`src/rtl/sccrc_pkg.sv`:
```
// Package for the selectable CRC engine: CRC type codes, polynomials and
// initial values. No dependencies.
package sccrc_pkg;

  // CRC type codes as written to the configuration register.
  typedef enum logic [1:0] {
    CRC_NONE = 2'd0,
    CRC_8    = 2'd1,
    CRC_16   = 2'd2,
    CRC_32   = 2'd3
  } crc_type_t;

  localparam int unsigned RemW = 32;

  typedef logic [RemW-1:0] rem_t;

  localparam logic [7:0]  Poly8  = 8'h1D;
  localparam logic [15:0] Poly16 = 16'h1021;
  localparam logic [31:0] Poly32 = 32'h04C1_1DB7;
  localparam logic [7:0]  Init8  = 8'hFF;
  localparam logic [15:0] Init16 = 16'hFFFF;
  localparam logic [31:0] Init32 = 32'hFFFF_FFFF;

  localparam crc_type_t CrcTypeReset = CRC_32;

  // Initial remainder of a CRC type, zero-extended to the remainder width.
  function automatic rem_t init_for(input crc_type_t t);
    rem_t v;
    v = '0;
    unique case (t)
      CRC_8:   v = {24'd0, Init8};
      CRC_16:  v = {16'd0, Init16};
      CRC_32:  v = Init32;
      default: v = '0;
    endcase
    return v;
  endfunction

endpackage

```
`src/rtl/sccrc_if.sv`:
```
// Handshake channels of the selectable CRC engine: input bytes, results and
// the configuration write. No dependencies.

// Input channel: one byte of a data block, or an empty block end.
interface sccrc_in_if;
  logic       valid;
  logic       ready;
  logic [7:0] data_byte;
  logic       carries_byte;
  logic       last_byte;

  modport source (output valid, output data_byte, output carries_byte,
                  output last_byte, input ready);
  modport sink (input valid, input data_byte, input carries_byte,
                input last_byte, output ready);
endinterface

// Result channel: the finished CRC of one block.
interface sccrc_out_if;
  logic        valid;
  logic        ready;
  logic [31:0] crc_value;

  modport source (output valid, output crc_value, input ready);
  modport sink (input valid, input crc_value, output ready);
endinterface

// Configuration channel: write data of the CRC type register.
interface sccrc_cfg_if;
  logic       valid;
  logic       ready;
  logic [1:0] crc_type;

  modport source (output valid, output crc_type, input ready);
  modport sink (input valid, input crc_type, output ready);
endinterface

```
`src/rtl/sccrc_fold.sv`:
```
// Byte-wide CRC update for the selectable CRC engine: folds one byte into
// the running remainder, MSB first, eight bit steps unrolled.
// Depends on sccrc_pkg.
module sccrc_fold (
  input  sccrc_pkg::crc_type_t crc_type,
  input  sccrc_pkg::rem_t      rem,
  input  logic [7:0]           data_byte,
  output sccrc_pkg::rem_t      rem_next
);

  sccrc_pkg::rem_t rem_al;
  sccrc_pkg::rem_t poly_al;
  sccrc_pkg::rem_t work;

  // Align the remainder and polynomial to the top of a 32-bit word, so one
  // shift chain serves all three widths; the low bits only ever shift in zeros.
  always_comb begin
    unique case (crc_type)
      sccrc_pkg::CRC_8: begin
        rem_al  = {rem[7:0], 24'd0};
        poly_al = {sccrc_pkg::Poly8, 24'd0};
      end
      sccrc_pkg::CRC_16: begin
        rem_al  = {rem[15:0], 16'd0};
        poly_al = {sccrc_pkg::Poly16, 16'd0};
      end
      sccrc_pkg::CRC_32: begin
        rem_al  = rem;
        poly_al = sccrc_pkg::Poly32;
      end
      default: begin
        rem_al  = '0;
        poly_al = '0;
      end
    endcase
  end

  // Eight conditional shift-and-subtract steps, one per data bit.
  always_comb begin
    work = rem_al ^ {data_byte, 24'd0};
    for (int b = 0; b < 8; b++) begin
      if (work[31]) begin
        work = {work[30:0], 1'b0} ^ poly_al;
      end else begin
        work = {work[30:0], 1'b0};
      end
    end
  end

  // Return the result to its natural width, zero-extended.
  always_comb begin
    unique case (crc_type)
      sccrc_pkg::CRC_8:  rem_next = {24'd0, work[31:24]};
      sccrc_pkg::CRC_16: rem_next = {16'd0, work[31:16]};
      sccrc_pkg::CRC_32: rem_next = work;
      default:           rem_next = '0;
    endcase
  end

endmodule

```
`src/rtl/selectable_crc8_16_32_engine_unit.sv`:
```
// Top level of the selectable CRC engine (CRC-8, CRC-16, CRC-32, MSB first).
// Depends on sccrc_pkg, the channel interfaces in sccrc_if and sccrc_fold.
//
// Usage:
//   feed   : input channel, one item per transfer. An item carrying a byte
//            folds it into the running remainder; an item with last_byte set,
//            or any item without a byte, ends the block and yields one result.
//   result : output channel carrying the finished CRC, zero-extended to 32
//            bits. Type none always returns zero.
//   cfg    : write channel for the CRC type register (0 none, 1 CRC-8,
//            2 CRC-16, 3 CRC-32). A write reloads the remainder with the new
//            type's initial value; write it only while the engine is idle.
// Timing: an accepted item is held in an input register, then the unrolled
//   byte update runs into the remainder and result registers. The result is
//   registered: it is valid once the item that ends the block has left the
//   input register. One item is taken every cycle, unless a waiting result
//   holds back an item that ends a block.
// Reset: the type returns to CRC-32 and the remainder to 0xFFFFFFFF.
// Stall: a waiting result holds in its register; the input register still
//   takes items that produce no result, and further items wait behind one
//   that ends a block until the result register frees.
module selectable_crc8_16_32_engine_unit (
  input logic                clk,
  input logic                rst,
  sccrc_cfg_if.sink          cfg,
  sccrc_in_if.sink           feed,
  sccrc_out_if.source        result
);

  // Input register.
  logic       in_q_valid;
  logic [7:0] in_q_byte;
  logic       in_q_carries;
  logic       in_q_last;

  // Processing state.
  sccrc_pkg::crc_type_t crc_type;
  sccrc_pkg::rem_t      remainder;
  sccrc_pkg::rem_t      remainder_next;
  sccrc_pkg::rem_t      folded;

  // Result register.
  logic        res_valid;
  logic [31:0] res_value;

  logic ends_block;
  logic out_free;
  logic advance;
  logic cfg_write;

  assign cfg.ready = 1'b1;
  assign cfg_write = cfg.valid && cfg.ready;

  // An item leaves the input register once its result, if any, has room.
  assign ends_block = !in_q_carries || in_q_last;
  assign out_free   = !res_valid || result.ready;
  assign advance    = in_q_valid && (!ends_block || out_free);
  assign feed.ready = !in_q_valid || advance;

  assign result.valid     = res_valid;
  assign result.crc_value = res_value;

  // Input register capture.
  always_ff @(posedge clk) begin
    if (rst) begin
      in_q_valid <= 1'b0;
    end else if (feed.ready) begin
      in_q_valid <= feed.valid;
    end
  end

  always_ff @(posedge clk) begin
    if (feed.valid && feed.ready) begin
      in_q_byte    <= feed.data_byte;
      in_q_carries <= feed.carries_byte;
      in_q_last    <= feed.last_byte;
    end
  end

  sccrc_fold u_fold (
    .crc_type  (crc_type),
    .rem       (remainder),
    .data_byte (in_q_byte),
    .rem_next  (folded)
  );

  // Remainder after this item, before any reload at the block end.
  assign remainder_next = in_q_carries ? folded : remainder;

  // CRC type register and running remainder.
  always_ff @(posedge clk) begin
    if (rst) begin
      crc_type  <= sccrc_pkg::CrcTypeReset;
      remainder <= sccrc_pkg::init_for(sccrc_pkg::CrcTypeReset);
    end else if (cfg_write) begin
      crc_type  <= sccrc_pkg::crc_type_t'(cfg.crc_type);
      remainder <= sccrc_pkg::init_for(sccrc_pkg::crc_type_t'(cfg.crc_type));
    end else if (advance) begin
      if (ends_block) begin
        remainder <= sccrc_pkg::init_for(crc_type);
      end else begin
        remainder <= remainder_next;
      end
    end
  end

  // Result register: loaded when a block ends, cleared when taken.
  always_ff @(posedge clk) begin
    if (rst) begin
      res_valid <= 1'b0;
    end else if (advance && ends_block) begin
      res_valid <= 1'b1;
    end else if (result.ready) begin
      res_valid <= 1'b0;
    end
  end

  always_ff @(posedge clk) begin
    if (advance && ends_block) begin
      res_value <= (crc_type == sccrc_pkg::CRC_NONE) ? '0 : remainder_next;
    end
  end

  // The remainder never holds bits above the selected CRC width.
  a_rem_width: assert property (@(posedge clk) disable iff (rst)
    ((crc_type != sccrc_pkg::CRC_8) || (remainder[31:8] == 24'd0)) &&
    ((crc_type != sccrc_pkg::CRC_16) || (remainder[31:16] == 16'd0)) &&
    ((crc_type != sccrc_pkg::CRC_NONE) || (remainder == '0)))
    else $error("remainder has bits beyond the selected CRC width");

  // A register write leaves the remainder at the new type's initial value.
  a_cfg_reload: assert property (@(posedge clk) disable iff (rst)
    cfg_write |=> (remainder == sccrc_pkg::init_for(crc_type)))
    else $error("remainder not reloaded after a type write");

  // An item held in the input register is not dropped while it waits.
  a_hold_item: assert property (@(posedge clk) disable iff (rst)
    (in_q_valid && !advance) |=> in_q_valid)
    else $error("waiting input item lost");

endmodule
```
`src/flat_wrapper.sv`:
```
// flat-port wrapper written by rule: the top's interface ports become plain ports
module selectable_crc8_16_32_engine_unit_flat 
  (clk, rst, cfg_valid, cfg_crc_type, cfg_ready, feed_valid, feed_data_byte, feed_carries_byte, feed_last_byte, feed_ready, result_valid, result_crc_value, result_ready);
  sccrc_cfg_if cfg_i ();
  sccrc_in_if feed_i ();
  sccrc_out_if result_i ();
  input logic clk;
  input logic rst;
  input wire logic [$bits(cfg_i.valid)-1:0] cfg_valid;
  input wire logic [$bits(cfg_i.crc_type)-1:0] cfg_crc_type;
  output wire logic [$bits(cfg_i.ready)-1:0] cfg_ready;
  input wire logic [$bits(feed_i.valid)-1:0] feed_valid;
  input wire logic [$bits(feed_i.data_byte)-1:0] feed_data_byte;
  input wire logic [$bits(feed_i.carries_byte)-1:0] feed_carries_byte;
  input wire logic [$bits(feed_i.last_byte)-1:0] feed_last_byte;
  output wire logic [$bits(feed_i.ready)-1:0] feed_ready;
  output wire logic [$bits(result_i.valid)-1:0] result_valid;
  output wire logic [$bits(result_i.crc_value)-1:0] result_crc_value;
  input wire logic [$bits(result_i.ready)-1:0] result_ready;
  assign cfg_i.valid = cfg_valid;
  assign cfg_i.crc_type = cfg_crc_type;
  assign cfg_ready = cfg_i.ready;
  assign feed_i.valid = feed_valid;
  assign feed_i.data_byte = feed_data_byte;
  assign feed_i.carries_byte = feed_carries_byte;
  assign feed_i.last_byte = feed_last_byte;
  assign feed_ready = feed_i.ready;
  assign result_valid = result_i.valid;
  assign result_crc_value = result_i.crc_value;
  assign result_i.ready = result_ready;
  selectable_crc8_16_32_engine_unit u_core (.clk(clk), .rst(rst), .cfg(cfg_i), .feed(feed_i), .result(result_i));
endmodule
```
`config.mk`:
```
export PLATFORM = sky130hd
export DESIGN_NAME = selectable_crc8_16_32_engine_unit_flat
export DESIGN_NICKNAME = d
export VERILOG_FILES = /design/src/rtl/sccrc_pkg.sv /design/src/rtl/sccrc_if.sv /design/src/rtl/sccrc_fold.sv /design/src/rtl/selectable_crc8_16_32_engine_unit.sv /design/src/flat_wrapper.sv
export SDC_FILE = /design/constraint.sdc
export NUM_CORES = 1
export LEC_CHECK = 0
export ABC_AREA = 1
export BUFFER_PORTS_ARGS = -buffer_cell sky130_fd_sc_hd__buf_4
export CORE_MARGIN = 2
export CORE_UTILIZATION = 46
export DETAILED_ROUTE_END_ITERATION = 12
export SYNTH_ARGS = -nofsm -noshare
export SYNTH_HDL_FRONTEND = slang
export SYNTH_SLANG_ARGS = --single-unit
```
`constraint.sdc`:
```
create_clock -name clk -period 4.2 [get_ports clk]
set_input_delay 0.42 -clock clk [delete_from_list [all_inputs] [get_ports clk]]
set_output_delay 0.42 -clock clk [all_outputs]
set_load 0.02 [all_outputs]
```
# ---- Word-level counts from Yosys, hierarchy flattened
# Index checks and enable logic that the tools add are counted.
dict set report totals {
  regBits 78
}
dict set report classes {
  n_eq_ne 6
  muxes 19
  bitwise_logic 9
  reduce_logical 14
}
# operator n
set ops {}
lappend ops {{$mux 32} 12}
lappend ops {{$pmux 32 s3} 4}
lappend ops {{$xor 32x32->32} 9}
lappend ops {{$pmux 29 s3} 1}
lappend ops {{$eq 2x2->1 const B} 4}
lappend ops {{$eq 2x1->1 const B} 2}
lappend ops {{$logic_not 1->1} 4}
lappend ops {{$logic_or 1x1->1} 4}
lappend ops {{$reduce_bool 2->1} 2}
lappend ops {{$logic_and 1x1->1} 3}
lappend ops {{$logic_not 2->1} 1}
lappend ops {{$mux 1} 2}

# ---- Logic depth before layout (Yosys ltp)
dict set report depth {
  word_depth 24
  depth_mapped 29
}

# ---- By module
# From an unflattened synthesis, not the netlist that was laid out.
dict set report unflattened {
  hier_cells 1112
  hier_area_um2 6708.9
}
# mod n_inst cells_per_inst area_each_um2
set by_module_without_submodules {}
lappend by_module_without_submodules {selectable_crc8_16_32_engine_unit 1 529 3829.9}
lappend by_module_without_submodules {sccrc_fold 1 583 2879.0}

# ---- Least setup slack after synthesis
# OpenSTA, ideal clock, no wires.
dict set report synth_path {
  path_type {register to register}
  startpoint {register u_core.crc_type[1]}
  endpoint {register u_core.res_value[9] (netlist: u_core.result.crc_value[9]), data pin}
  t_arrival_ps 2365
  t_required_ps 3934
  path_slack_ps 1569
  stages_incl_launch_ff 23
  n_path_buf 3
  synth_period_minus_slack_ps 2631
  path_cell_list {dfxtp_1 -> inv_1 -> ha_1 -> buf_4 -> nand2_1 -> nand3_2 -> nand2_1 -> nand2_1 -> nand2_1 -> buf_4 -> nand3_1 -> nand2_1 -> nand2_1 -> nand2_2 -> buf_6 -> nand2_1 -> nand2_1 -> o21ai_0 -> or2_0 -> nand3_1 -> nand2_1 -> a21oi_1 -> nor2_1}
}
dict set report synth_via {
  elab_chain_cells 21
}
# element line_no
set synth_rtl {}
lappend synth_rtl {{start, declared} selectable_crc8_16_32_engine_unit.sv:37} ;# sccrc_pkg::crc_type_t crc_type;
lappend synth_rtl {{start signal, assigned} selectable_crc8_16_32_engine_unit.sv:93} ;# crc_type <= sccrc_pkg::CrcTypeReset;
lappend synth_rtl {{start signal, assigned} selectable_crc8_16_32_engine_unit.sv:96} ;# crc_type <= sccrc_pkg::crc_type_t'(cfg.crc_type);
lappend synth_rtl {{$eq 2x2->1 or $eq 2x1->1 (tied branches)} {sccrc_fold.sv:18, sccrc_fold.sv:52}}
lappend synth_rtl {{$pmux 32 s3} sccrc_fold.sv:18} ;# unique case (crc_type)
lappend synth_rtl {{$xor 32x32->32} sccrc_fold.sv:40} ;# work = rem_al ^ {data_byte, 24'd0};
lappend synth_rtl {{$xor 32x32->32} sccrc_fold.sv:43} ;# work = {work[30:0], 1'b0} ^ poly_al;
lappend synth_rtl {{$mux 32} sccrc_fold.sv:42} ;# if (work[31]) begin
lappend synth_rtl {{$xor 32x32->32} sccrc_fold.sv:43}
lappend synth_rtl {{$mux 32} sccrc_fold.sv:42}
lappend synth_rtl {{$xor 32x32->32} sccrc_fold.sv:43}
lappend synth_rtl {{[5 not listed]} -}
lappend synth_rtl {{$xor 32x32->32} sccrc_fold.sv:43}
lappend synth_rtl {{$mux 32} sccrc_fold.sv:42}
lappend synth_rtl {{$xor 32x32->32} sccrc_fold.sv:43}
lappend synth_rtl {{$mux 32} sccrc_fold.sv:42}
lappend synth_rtl {{$xor 32x32->32} sccrc_fold.sv:43}
lappend synth_rtl {{$mux 32} sccrc_fold.sv:42}
lappend synth_rtl {{$pmux 32 s3} sccrc_fold.sv:52} ;# unique case (crc_type)
lappend synth_rtl {{$mux 32} selectable_crc8_16_32_engine_unit.sv:88} ;# assign remainder_next = in_q_carries ? folded : remainder;
lappend synth_rtl {{end signal, assigned} selectable_crc8_16_32_engine_unit.sv:120} ;# res_value <= (crc_type == sccrc_pkg::CRC_NONE) ? '0 : remainder_next;
lappend synth_rtl {{end, declared} selectable_crc8_16_32_engine_unit.sv:44} ;# logic [31:0] res_value;
# Several ways; a longest one is shown, not always the timed one.
# A chain may end at the register's enable or synchronous reset.

# ---- Worst setup path in the final report
dict set report layout_path {
  startpoint {register u_core.crc_type[0]}
  endpoint {register u_core.res_value[9] (netlist: u_core.result.crc_value[9]), data pin}
}
# Same word-level chain as after synthesis.

==> metrics.yaml <==
status: "finished, final reports clean"
end_kind: "flop"
power_leakage_nw: 3.55
clockBufferDepth: 2
grt_max_degree: 45
route.met2.wl_um: 9290
worstPathRequired_ns: 4.28
routed.top_layer: "met4"
wirelength_met1_um: 9510
grt_pass1_vias: 5861
hold_class: "in -> reg"
drive_gt1_frac: 0.125
place_congestion: 0.985
n_antenna_cell: 0
worst-r2r-cell-count: 17
synth_top_area_frac: 0.238
synthFlopType: "edfxtp_1"
synth-xor-area-share: 0.0667
min_period_ns: 3.74
area.growth.synth_to_final_pct: 13.6
skew_ns: 0.00886
path_delay_family: "simple AND/OR/NAND/NOR gates"
fin_crit_sh: 0.890
synthSimpleGateAreaFrac: 0.390
crit_slowest_cell: "ha_1"
synth_cell_type_count: 43
reg2reg_setup_slack_ns: 0.46
instances_no_fill: 1173
slowest_delay_ns: 0.51
max-cap-violations: 0
detail_route.wl_per_cell_um: 18.6
cts_setup_buffers: 0
wl_met3_um: 1920
path_common_cell: "nand2_1"
r2r-start: "u_core.crc_type[0]$_SDFFE_PP1P_"
crit_path_start_kind: "flop"
die_area_mm2: 0.0143
grt_pass1_wl_um: 33300
cts_hold_buf: 0
grt_setup_unrepaired: "false"
drt_iter0_drc: 667
nNetsFinal: 1014
fmax_mhz: 268
cp_cell_sequence: "inv_1 -> ha_1 -> nand2_1 -> nand3_1 -> nand2_1 -> nand2_1 -> nand2_4 -> nor2_2 -> nand3_1 -> nand2_2 -> inv_1 -> o21ai_0 -> nand2_1 -> nand3_1 -> nand2_1 -> a21oi_1 -> nor2_1"
yosysTopAreaCell: "nand2_1"
drtPass1Iterations: 7
syn_avg_cell_area_um2: 6.43
setup_viol: 0
worstMarginPinSlew_ns: 0.967
hpwl_um: 16600
rows: 42
cts_made_buffers: 9
cts.sinks: 78
powerDensity_mw_per_mm2: 469
grt_overflow: 0
cp.arrival_ns: 3.82
totalWireLength_um: 21800
die_w_um: 120
syn-num-nets: 976
postSynth.asyncResetShare: 0
root_buffer: "clkbuf_16"
portBuffers: 50
vdd_ir_drop_max_mv: 0.273
critPathLaunch: "u_core.crc_type[0]$_SDFFE_PP1P_"
fillers: 1335
synthCells: 954
die_y_um: 120
grt_use_total: 0.311
ys_seq_elements: 78
slew_headroom: 0.355
synth_common_cells: "nand2_1, nand3_1, inv_1, o21ai_0, edfxtp_1"
path_buf_inv: 2
placed_area_mm2: 0.00666
clkLatencyLatePin_ns: 0.35
synth_adder_area_share: 0.0102
synth-compound-area-share: 0.111
synth_top_family_by_area: "simple AND/OR/NAND/NOR gates"
final_area_mm2: 0.00697
synth-warning-count: 0
htree_levels: 3
viasPerCell: 5.41
pin_count: 52
tns_ns: 0
hold_violations: 0
synth_mux_area_frac: 0
grt_antenna_before_repair: 0
cts_tree: "done"
synth.area.top_cells: "nand2_1, edfxtp_1, dfxtp_1, nand3_1, inv_1"
core_mm2: 0.0131
drc: 0
timing.rr.end: "u_core.result.crc_value[9]$_SDFFCE_PN0P_"
synth-seq-area-share: 0.323
synth-edff-count: 42
place_inst: 1157
path_depth: 17
path_clk_slew_ns: 0.06
cp-endpoint: "u_core.result.crc_value[9]$_SDFFCE_PN0P_"
worstSetupPathType: "reg -> reg"
cp_max_fo: 13
synthMostInstantiatedCell: "nand2_1"
finalMaxSlewViolations: 0
syn_area_mm2: 0.00614
cts_resized: 0
postRouteAntennaNets: 0
start_util: 0.467
vias: 6349
## cells in the final DEF, fill, tap and decap left out, types with 2 or more instances in the layout
master       n
or2_2        3
nand3_2      5
a21oi_1     39
a31oi_1      2
ha_1         5
clkbuf_16   10
nand3b_1     6
o21ai_0     47
nand2_1    389
xor2_2       2
or2_0        3
nand3_1     99
nor2_1      30
xnor2_1     21
o21ai_1     10
or2_1        5
clkbuf_1     2
inv_2        9
o22ai_1      5
o211ai_1     3
clkinv_1     3
edfxtp_1    42
inv_1       84
o21bai_1     2
nand2_4      3
o21a_1       2
buf_4       69
o31ai_1      5
xor2_1      22
nand2_2     14
dfxtp_1     36
o21ai_2      2
nand4_1      5
## metal layers
metal / up-vias / GRT usage
met1: 2852 / 0.430
met4: 0 / 0.149
li1: 3117 / -
met3: 56 / 0.0485
met2: 324 / 0.476
met5: - / 0
## state kept, by name, indices dropped and copies added, names as in the netlist
name and flops:
u_core.in_q_byte 8, u_core.crc_type 2, u_core.in_q_valid 1, u_core.remainder 32, u_core.in_q_carries 1, u_core.in_q_last 1, u_core.result.crc_value 32, u_core.result.valid 1
## through the flow
| step | hold slack, ns | setup WS [ns] | utilization | power, mW |
|---|---|---|---|---|
| 2_1_floorplan | 0.459 | 1.57 | - | 2.00 |
| 3_3_place_gp | 0.517 | 0.623 | 0.507 | 2.44 |
| 3_5_place_dp | 0.520 | 0.587 | 0.507 | 2.43 |
| 4_1_cts | 0.244 | 0.568 | 0.531 | 3.25 |
| 5_1_grt | 0.246 | 0.123 | 0.531 | 3.47 |
| 6_report | 0.250 | 0.463 | 0.531 | 3.27 |
## kinds of logic (layout without fill, tap and decap cells)
kind of cell               Yosys count  in the layout
other                                1              1
and+or+nand+nor                    564            564
xor gates and xnor gates            45             45
DFF                                 78             78
buffers and inverters              139            182
adders and majority gates            5              5
AOI/OAI and AO/OA                  122            122
## cell type report
cell class,instances,area (um2),area share
repair buffers,70,538,0.0772
multi-input cells,737,3560,0.510
inverters,96,360,0.0517
clock buffers,13,272,0.0390
flip-flops and latches,78,1980,0.284
clock inverters,3,42.5,0.00610
well taps,176,220,0.0316
## worst min path at each step
stage                                 startpoint                           endpoint  depth (start not counted)
2_1_floorplan  u_core.remainder[19]$_SDFFE_PP1P_  u_core.remainder[19]$_SDFFE_PP1P_                          1
3_3_place_gp    u_core.result.valid$_SDFFE_PP0P_   u_core.result.valid$_SDFFE_PP0P_                          2
3_5_place_dp    u_core.result.valid$_SDFFE_PP0P_   u_core.result.valid$_SDFFE_PP0P_                          2
4_1_cts                        feed_data_byte[0]      u_core.in_q_byte[0]$_DFFE_PP_                          1
5_1_grt                        feed_data_byte[0]      u_core.in_q_byte[0]$_DFFE_PP_                          1
6_report                       feed_carries_byte      u_core.in_q_carries$_DFFE_PP_                          1
## worst reg2reg max path, cell delays in order, from the launching register on
cell and delay, ns:
dfxtp_1 0.33, inv_1 0.11, ha_1 0.51, nand2_1 0.11, nand3_1 0.16, nand2_1 0.09, nand2_1 0.11, nand2_4 0.14
nor2_2 0.15, nand3_1 0.13, nand2_2 0.25, inv_1 0.20, o21ai_0 0.46, nand2_1 0.10, nand3_1 0.17, nand2_1 0.14
a21oi_1 0.26, nor2_1 0.07
## report_power, final
group          internal (mW)  leakage (nW)  total [mW]  switching, mW
registers              0.887         0.697       0.945         0.0573
clock network          0.512         0.151       0.821          0.309
logic                  0.472          2.71        1.51           1.03
total                   1.87          3.55        3.27           1.40
Note: power is estimated with default switching activity, not from simulation.
